==> config.mk <==
export PLATFORM = sky130hd
export DESIGN_NAME = valve_selection_mode_controller
export DESIGN_NICKNAME = d
export VERILOG_FILES = /design/src/vsmc_pkg.sv /design/src/vsmc_cfg.sv /design/src/vsmc_step.sv /design/src/valve_selection_mode_controller.sv
export SDC_FILE = /design/constraint.sdc
export NUM_CORES = 1
export LEC_CHECK = 0
export BUFFER_PORTS_ARGS = -buffer_cell sky130_fd_sc_hd__buf_2
export CAP_MARGIN = 25
export CORE_AREA = 4 4 157 159
export DETAILED_ROUTE_END_ITERATION = 6
export DIE_AREA = 0 0 161 163
export PLACE_DENSITY_LB_ADDON = 0.08
export SLEW_MARGIN = 10
export SYNTH_ARGS = -nofsm -noshare
export SYNTH_HDL_FRONTEND = slang
export SYNTH_SLANG_ARGS = --single-unit
==> constraint.sdc <==
create_clock -name aclk -period 3.61 [get_ports aclk]
set_input_delay 0.5415 -clock aclk [delete_from_list [all_inputs] [get_ports aclk]]
set_output_delay 0.5415 -clock aclk [all_outputs]
set_load 0.05 [all_outputs]
==> src/vsmc_pkg.sv <==
// shared types, codes and reset values for the valve selection mode controller
// no dependencies
package vsmc_pkg;

    // mode codes
    typedef enum logic [2:0] {
        MODE_WAIT    = 3'd0,
        MODE_HYST    = 3'd1,
        MODE_STAB    = 3'd2,
        MODE_TARGET  = 3'd3,
        MODE_COUNT   = 3'd4,
        MODE_TAKEOFF = 3'd5
    } mode_t;

    // button event codes
    localparam logic [1:0] BTN_NONE  = 2'd0;
    localparam logic [1:0] BTN_SHORT = 2'd1;
    localparam logic [1:0] BTN_LONG  = 2'd2;

    // register indexes on the configuration port
    localparam logic [2:0] REG_HYST_STEP    = 3'd0;
    localparam logic [2:0] REG_HYST_MAX     = 3'd1;
    localparam logic [2:0] REG_TARGET_MIN   = 3'd2;
    localparam logic [2:0] REG_TARGET_MAX   = 3'd3;
    localparam logic [2:0] REG_TARGET_STEP  = 3'd4;
    localparam logic [2:0] REG_STAB_MINUTES = 3'd5;
    localparam logic [2:0] REG_STAB_SECONDS = 3'd6;

    localparam int CFG_ADDR_W = 5;
    localparam int IN_DATA_W  = 16;
    localparam int OUT_DATA_W = 48;

    // seconds reload on minute borrow
    localparam logic [5:0] SECONDS_WRAP = 6'd59;

    typedef struct packed {
        logic [4:0]  hyst_step;
        logic [6:0]  hyst_max;
        logic [10:0] target_min;
        logic [10:0] target_max;
        logic [7:0]  target_step;
        logic [5:0]  stab_minutes;
        logic [5:0]  stab_seconds;
    } cfg_t;

    typedef struct packed {
        mode_t              mode;
        logic               valve;
        logic [6:0]         hyst;
        logic [10:0]        target;
        logic signed [11:0] latched;
        logic [5:0]         minutes;
        logic [5:0]         seconds;
        logic               started;
    } state_t;

    localparam cfg_t CFG_RESET = '{
        hyst_step:    5'd8,
        hyst_max:     7'd48,
        target_min:   11'd480,
        target_max:   11'd560,
        target_step:  8'd16,
        stab_minutes: 6'd0,
        stab_seconds: 6'd20
    };

    localparam state_t STATE_RESET = '{
        mode:    MODE_WAIT,
        valve:   1'b0,
        hyst:    7'd8,
        target:  11'd480,
        latched: 12'sd0,
        minutes: 6'd5,
        seconds: 6'd0,
        started: 1'b0
    };

endpackage

==> src/vsmc_cfg.sv <==
// apb register file holding the seven controller settings
// depends on vsmc_pkg
module vsmc_cfg
    import vsmc_pkg::*;
(
    input  logic                  aclk,
    input  logic                  aresetn,
    input  logic                  psel,
    input  logic                  penable,
    input  logic                  pwrite,
    input  logic [CFG_ADDR_W-1:0] paddr,
    input  logic [31:0]           pwdata,
    output logic [31:0]           prdata,
    output logic                  pready,
    output cfg_t                  cfg
);

    cfg_t       cfg_reg;
    logic       wr_en;
    logic [2:0] reg_idx;

    assign pready  = 1'b1;
    assign wr_en   = psel & penable & pwrite;
    assign reg_idx = paddr[4:2];
    assign cfg     = cfg_reg;

    // register writes
    always_ff @(posedge aclk) begin
        if (!aresetn) begin
            cfg_reg <= CFG_RESET;
        end else if (wr_en) begin
            unique case (reg_idx)
                REG_HYST_STEP:    cfg_reg.hyst_step    <= pwdata[4:0];
                REG_HYST_MAX:     cfg_reg.hyst_max     <= pwdata[6:0];
                REG_TARGET_MIN:   cfg_reg.target_min   <= pwdata[10:0];
                REG_TARGET_MAX:   cfg_reg.target_max   <= pwdata[10:0];
                REG_TARGET_STEP:  cfg_reg.target_step  <= pwdata[7:0];
                REG_STAB_MINUTES: cfg_reg.stab_minutes <= pwdata[5:0];
                REG_STAB_SECONDS: cfg_reg.stab_seconds <= pwdata[5:0];
                default: ;
            endcase
        end
    end

    // register read mux
    always_comb begin
        unique case (reg_idx)
            REG_HYST_STEP:    prdata = {27'd0, cfg_reg.hyst_step};
            REG_HYST_MAX:     prdata = {25'd0, cfg_reg.hyst_max};
            REG_TARGET_MIN:   prdata = {21'd0, cfg_reg.target_min};
            REG_TARGET_MAX:   prdata = {21'd0, cfg_reg.target_max};
            REG_TARGET_STEP:  prdata = {24'd0, cfg_reg.target_step};
            REG_STAB_MINUTES: prdata = {26'd0, cfg_reg.stab_minutes};
            REG_STAB_SECONDS: prdata = {26'd0, cfg_reg.stab_seconds};
            default:          prdata = 32'd0;
        endcase
    end

endmodule

==> src/vsmc_step.sv <==
// next-state logic for one control step: mode changes, setup wraps,
// countdown and valve decision; depends on vsmc_pkg
module vsmc_step
    import vsmc_pkg::*;
(
    input  state_t             cur,
    input  cfg_t               cfg,
    input  logic signed [11:0] temperature,
    input  logic [1:0]         button,
    input  logic               second_tick,
    output state_t             nxt
);

    logic [7:0]         hyst_sum;
    logic [11:0]        target_sum;
    logic signed [12:0] temp_ext;
    logic signed [12:0] target_ext;
    logic signed [12:0] valve_limit;
    logic               is_short;
    logic               is_long;

    // shared adders and compares
    assign hyst_sum    = {1'b0, cur.hyst} + {3'd0, cfg.hyst_step};
    assign target_sum  = {1'b0, cur.target} + {4'd0, cfg.target_step};
    assign temp_ext    = {temperature[11], temperature};
    assign target_ext  = {2'b00, cur.target};
    assign valve_limit = {cur.latched[11], cur.latched} + $signed({6'd0, cur.hyst});
    assign is_short    = (button == BTN_SHORT);
    assign is_long     = (button == BTN_LONG);

    always_comb begin
        nxt = cur;
        unique case (cur.mode)
            MODE_HYST: begin
                if (is_short) begin
                    if (hyst_sum > {1'b0, cfg.hyst_max}) begin
                        nxt.hyst = {2'd0, cfg.hyst_step};
                    end else begin
                        nxt.hyst = hyst_sum[6:0];
                    end
                end else if (is_long) begin
                    nxt.mode = MODE_WAIT;
                end
            end
            MODE_STAB: begin
                // temperature check beats a long hold
                if (temp_ext >= target_ext) begin
                    nxt.mode = MODE_COUNT;
                end else if (is_long) begin
                    nxt.mode = MODE_TARGET;
                end
            end
            MODE_TARGET: begin
                if (is_short) begin
                    if (target_sum > {1'b0, cfg.target_max}) begin
                        nxt.target = cfg.target_min;
                    end else begin
                        nxt.target = target_sum[10:0];
                    end
                end else if (is_long) begin
                    nxt.mode = MODE_STAB;
                end
            end
            MODE_COUNT: begin
                // first step loads presets, later ticks count down
                if (!cur.started) begin
                    nxt.minutes = cfg.stab_minutes;
                    nxt.seconds = cfg.stab_seconds;
                    nxt.started = 1'b1;
                end else if (second_tick) begin
                    if (cur.seconds != 6'd0) begin
                        nxt.seconds = cur.seconds - 6'd1;
                    end else if (cur.minutes != 6'd0) begin
                        nxt.seconds = SECONDS_WRAP;
                        nxt.minutes = cur.minutes - 6'd1;
                    end else begin
                        nxt.started = 1'b0;
                        nxt.latched = temperature;
                        nxt.mode    = MODE_TAKEOFF;
                    end
                end
            end
            MODE_TAKEOFF: begin
                if (is_long) begin
                    nxt.valve   = 1'b0;
                    nxt.latched = 12'sd0;
                    nxt.mode    = MODE_WAIT;
                end else begin
                    nxt.valve = (temp_ext <= valve_limit);
                end
            end
            default: begin
                // wait, and any stray code
                if (is_long) begin
                    nxt.mode = MODE_HYST;
                end else if (is_short) begin
                    nxt.mode = MODE_STAB;
                end
            end
        endcase
    end

endmodule

==> src/valve_selection_mode_controller.sv <==
// top level of the valve selection mode controller: input register, state
// registers, result register; depends on vsmc_pkg, vsmc_cfg, vsmc_step
//
//  port group  | dir | payload (lsb first)
//  s_axis      | in  | temperature[11:0], button[13:12], second_tick[14]
//  m_axis      | out | mode, valve_open, hysteresis, target, latched_temp,
//              |     | count_minutes, count_seconds
//  apb         | in  | seven settings at byte addresses 0..24
//
// one item per clock sustained while m_axis is not stalled; the path from input
// to result runs through the input register, then step logic into the result register
// the step logic and controller state advance only when the result register
// can take the new result; a stall on m_axis backs up through the input
// register to s_tready
// reset is synchronous active low and restores settings and state
module valve_selection_mode_controller
    import vsmc_pkg::*;
(
    input  logic                  aclk,
    input  logic                  aresetn,
    // input stream
    input  logic                  s_tvalid,
    output logic                  s_tready,
    input  logic [IN_DATA_W-1:0]  s_tdata,   // temperature, button, second_tick
    // result stream
    output logic                  m_tvalid,
    input  logic                  m_tready,
    output logic [OUT_DATA_W-1:0] m_tdata,   // mode, valve_open, hysteresis,
                                             // target, latched_temp,
                                             // count_minutes, count_seconds
    // configuration
    input  logic                  psel,
    input  logic                  penable,
    input  logic                  pwrite,
    input  logic [CFG_ADDR_W-1:0] paddr,
    input  logic [31:0]           pwdata,
    output logic [31:0]           prdata,
    output logic                  pready
);

    cfg_t               cfg;
    state_t             state_reg;
    state_t             state_next;
    logic               in_valid_reg;
    logic signed [11:0] temp_reg;
    logic [1:0]         button_reg;
    logic               tick_reg;
    logic               out_valid_reg;
    logic [OUT_DATA_W-1:0] out_data_reg;
    logic               advance;
    logic               s_fire;

    vsmc_cfg u_cfg (
        .aclk    (aclk),
        .aresetn (aresetn),
        .psel    (psel),
        .penable (penable),
        .pwrite  (pwrite),
        .paddr   (paddr),
        .pwdata  (pwdata),
        .prdata  (prdata),
        .pready  (pready),
        .cfg     (cfg)
    );

    vsmc_step u_step (
        .cur         (state_reg),
        .cfg         (cfg),
        .temperature (temp_reg),
        .button      (button_reg),
        .second_tick (tick_reg),
        .nxt         (state_next)
    );

    // handshake
    assign advance  = !out_valid_reg || m_tready;
    assign s_tready = !in_valid_reg || advance;
    assign s_fire   = s_tvalid && s_tready;

    // input register
    always_ff @(posedge aclk) begin
        if (!aresetn) begin
            in_valid_reg <= 1'b0;
        end else if (s_tready) begin
            in_valid_reg <= s_tvalid;
        end
    end

    always_ff @(posedge aclk) begin
        if (s_fire) begin
            temp_reg   <= s_tdata[11:0];
            button_reg <= s_tdata[13:12];
            tick_reg   <= s_tdata[14];
        end
    end

    // controller state
    always_ff @(posedge aclk) begin
        if (!aresetn) begin
            state_reg <= STATE_RESET;
        end else if (in_valid_reg && advance) begin
            state_reg <= state_next;
        end
    end

    // result register
    always_ff @(posedge aclk) begin
        if (!aresetn) begin
            out_valid_reg <= 1'b0;
        end else if (advance) begin
            out_valid_reg <= in_valid_reg;
        end
    end

    always_ff @(posedge aclk) begin
        if (in_valid_reg && advance) begin
            out_data_reg <= {2'b00,
                             state_next.seconds,
                             state_next.minutes,
                             state_next.latched,
                             state_next.target,
                             state_next.hyst,
                             state_next.valve,
                             state_next.mode};
        end
    end

    assign m_tvalid = out_valid_reg;
    assign m_tdata  = out_data_reg;

    // valve can only be open in take-off
    a_valve_in_takeoff: assert property (@(posedge aclk) disable iff (!aresetn)
        state_reg.valve |-> (state_reg.mode == MODE_TAKEOFF))
        else $error("valve open outside take-off");

    // countdown flag lives only in countdown mode
    a_started_in_count: assert property (@(posedge aclk) disable iff (!aresetn)
        state_reg.started |-> (state_reg.mode == MODE_COUNT))
        else $error("countdown flag set outside countdown");

    // latch is cleared whenever take-off is not active
    a_latch_cleared: assert property (@(posedge aclk) disable iff (!aresetn)
        (state_reg.latched != 12'sd0) |-> (state_reg.mode == MODE_TAKEOFF))
        else $error("latched temperature held outside take-off");

    // a stalled input item is not dropped
    a_input_held: assert property (@(posedge aclk) disable iff (!aresetn)
        (in_valid_reg && !advance) |=> in_valid_reg)
        else $error("pending input item lost while stalled");

    // state does not move without a step being taken
    a_state_holds: assert property (@(posedge aclk) disable iff (!aresetn)
        !(in_valid_reg && advance) |=> $stable(state_reg))
        else $error("controller state changed without an item");

endmodule

==> metrics.txt <==
fraction of layout cells with a size suffix above 1=between 20% and 30%; largest net degree at the start of global routing=31; Setup crit start=u_cfg.cfg[12]$_SDFFE_PN0P_; Core Util, Final=between 40% and 50%; IO Pins=~140; Fin Hold WS=around 300 ps; Max IR drop VDD=~300 µV; met1 usage=about 29%; synth warn=0; Vias/cell=5.37; routed wire length per instance=roughly 18 µm; post-route minimum period=roughly 3600 ps; Switching Power=~1.1 mW; Seq cells post-synth=about 160; RSZ-0062 raised after global routing=yes; initial antenna violation count=0; CTS clk-pin slew, worst paths=~60 ps; max_cap viols=0; nets=1,337; buffers added on ports=94; Crit. End Element=flop; Post-Syn Area=roughly 9700 µm²; internal power=between 3 and 4 mW; number of synthesized flops with an enable pin=just over 60; Final ANT Viol Nets=0; max reg flops=54; GRT Util Overall=a little over a fifth; gr ovfl total=0; end of the critical path=m_tdata[11]$_DFFE_PP_; Pins Over Slew Limit=0; Seq/Total Area, Yosys=between 40% and 50%; die area=around 26,000 µm²; met3 usage=under 10%; asr flop ratio synth=0%; combinational share of power=between 10% and 20%; Initial Utilization=around two fifths; post-route cell area=around 11,000 µm²; Die Wd=between 150 and 200 µm; Mean Syn Cell Area=between 8 and 9 µm²; cell area power density=372 nW/µm²; status=completed; Final setup viols=0; sequential power share=a little under half; synth unique cells=roughly 80; ANT cells=0; Worst EP required=3790 ps; Static Leak=4.52 nW; H-tree levels=4; fraction of power spent switching nets=approximately 27%; Primary FF master, synth=dfxtp_1; gate count of the mapped netlist=between 1,000 and 1,500; Clock Power Share=42.1%; total negative setup slack=0 ps; GRT busiest layer=met2; detailed-route via count=8,282; vias in the first global route=7,758; first-pass GRT wire length=approximately 43,000 µm; CTS tree=done; Area Growth Syn to Fin=18.6%; achievable frequency=0.279 GHz; R2R Setup Slk=20 ps; drt total wl=between 20,000 and 30,000 µm; Core Rows=between 50 and 60; Bufs on Longest Clock Path=2; Crit Path Category=flop to flop; worst endpoint data arrival time=~3800 ps; reg-to-reg endpoint=m_tdata[11]$_DFFE_PP_; Rel. slew slack=45.7%; Clock Latency Late Sink=430 ps; GRT met2 Usage=33.9%; Min-Delay Path Class=primary input to flop; DR pass1 iterations=5; DPL Wire Length=~20,000 µm; CTS Sinks=around 160; cts hold-fix bufs=0; drt drc=0; number of CTS-inserted buffers=17; Worst Setup Start Kind=flop; routability cong.=0.871; core area=23,300 µm²; total power=roughly 4.3 mW; Layout Skew=approximately 9.1 ps; reg2reg start=u_cfg.cfg[12]$_SDFFE_PN0P_; Filler cells=approximately 2,300; worst slew pin tran=between 800 and 900 ps; Root Buffer=clkbuf_16; critical path fanouts, max=6; final hold violation count=0; drt initial violations=around 500; depth of the most critical reg-to-reg path=16; area of placed instances=roughly 11,000 µm²; Die H=~160 µm; Tcrit/Tclk final=around 100%
==> power by group through the flow <==
| stage | registers (mW) | clock network [mW] | logic, mW |
|---|---|---|---|
| 2_1_floorplan | 2.08 | 0 | 0.284 |
| 3_3_place_gp | 2.03 | 0 | 0.455 |
| 3_5_place_dp | 2.03 | 0 | 0.457 |
| 4_1_cts | 1.99 | 1.84 | 0.467 |
| 5_1_grt | 2.00 | 1.91 | 0.518 |
| 6_report | 1.99 | 1.80 | 0.481 |
==> stage by stage <==
step	worst slack (ps)	instances
6_report	23.2	1542
3_5_place_dp	-144	1499
5_1_grt	-143	1542
3_3_place_gp	-104	1499
2_1_floorplan	142	1109
4_1_cts	-7.16	1533
==> cells by family after synthesis <==
logic type	synth area share (%)
other	0.0776
adders and majority gates	8.90
xor gates and xnor gates	2.35
buffers and inverters	6.18
muxes	5.91
DFF	40.2
and+or+nand+nor	17.2
AOI/OAI and AO/OA	19.1
==> cell usage in the layout (no fill, tap or decap), drive strengths merged, types with 47 or more instances in the layout <==
cell,netlist,final
ha,64,64
nand2,141,141
o21ai,84,84
a21oi,112,112
edfxtp,61,61
buf,43,158
mux2i,47,47
inv,50,51
dfxtp,103,103
nor2,86,86
==> Yosys cell counts (all sizes together), types with 3 or more instances <==
cell	n	share of area, %
nand2	141	5.5
a21oi	112	6.6
dfxtp	103	21
nor2	86	3.6
o21ai	84	4.3
ha	64	8.3
edfxtp	61	19
inv	50	1.9
mux2i	47	4.9
buf	43	2.9
nand3	37	2.0
clkbuf	33	1.3
nor3	16	0.88
xnor2	15	1.4
nand2b	14	0.91
nor2b	14	0.91
o211ai	14	1.1
a21o	11	0.85
xor2	11	1.0
a22oi	9	0.70
a31oi	9	0.58
nand4	9	0.58
a211oi	7	0.59
o31ai	7	0.54
and3	6	0.39
nor4	6	0.70
and2	5	0.32
mux2	5	0.58
o21a	5	0.39
o22ai	5	0.39
a221oi	4	0.36
o21bai	4	0.31
or3	4	0.26
a211o	3	0.27
a21boi	3	0.23
a32oi	3	0.27
fa	3	0.62
nor3b	3	0.34
==> layer usage <==
metal	share of wire [%]	wire, µm
met5	0	0
met2	46	12800
met3	4.1	1130
met4	2.9	804
met1	47	12900
==> worst min-delay path by stage <==
stage	start	cells after the start	slack, ps	endpoint
2_1_floorplan	u_cfg.cfg[22]$_SDFFE_PN0P_	2	440	u_cfg.cfg[22]$_SDFFE_PN0P_
3_3_place_gp	u_cfg.cfg[22]$_SDFFE_PN0P_	2	440	u_cfg.cfg[22]$_SDFFE_PN0P_
3_5_place_dp	u_cfg.cfg[22]$_SDFFE_PN0P_	2	450	u_cfg.cfg[22]$_SDFFE_PN0P_
4_1_cts	s_tdata[10]	1	270	temp_reg[10]$_DFFE_PP_
5_1_grt	s_tdata[10]	1	270	temp_reg[10]$_DFFE_PP_
6_report	s_tdata[8]	1	290	temp_reg[8]$_DFFE_PP_
==> critical path, stage by stage, from the launching register on <==
cell and delay, ps:
dfxtp_2 330, ha_4 160, fa_2 370, a211oi_2 180
buf_4 150, o21bai_1 70, a21oi_1 160, xnor2_1 170
ha_1 310, a41oi_2 140, o21ai_1 90, and3_1 190
o31a_1 360, nor2_8 200, buf_12 140, mux2i_2 220
o21ai_1 90
==> cell type report <==
type,count,area (µm²),share of cell area (%)
Clock buffer,25,498,4.34
Timing Repair Buffer,158,980,8.54
Inverter,51,191,1.67
Sequential cell,164,3900,34.0
Clock inverter,7,70.1,0.611
Multi-Input combinational cell,818,5430,47.4
Tap cell,319,399,3.48
==> what timing repair did <==
action | 4_1_cts | 5_1_grt
endpoints found under the setup margin | 19 | 33
setup buffers | 2 | 9
pin swaps | 6 | 11
resized for setup | 13 | 31
Power figures use the tool's default switching activity.
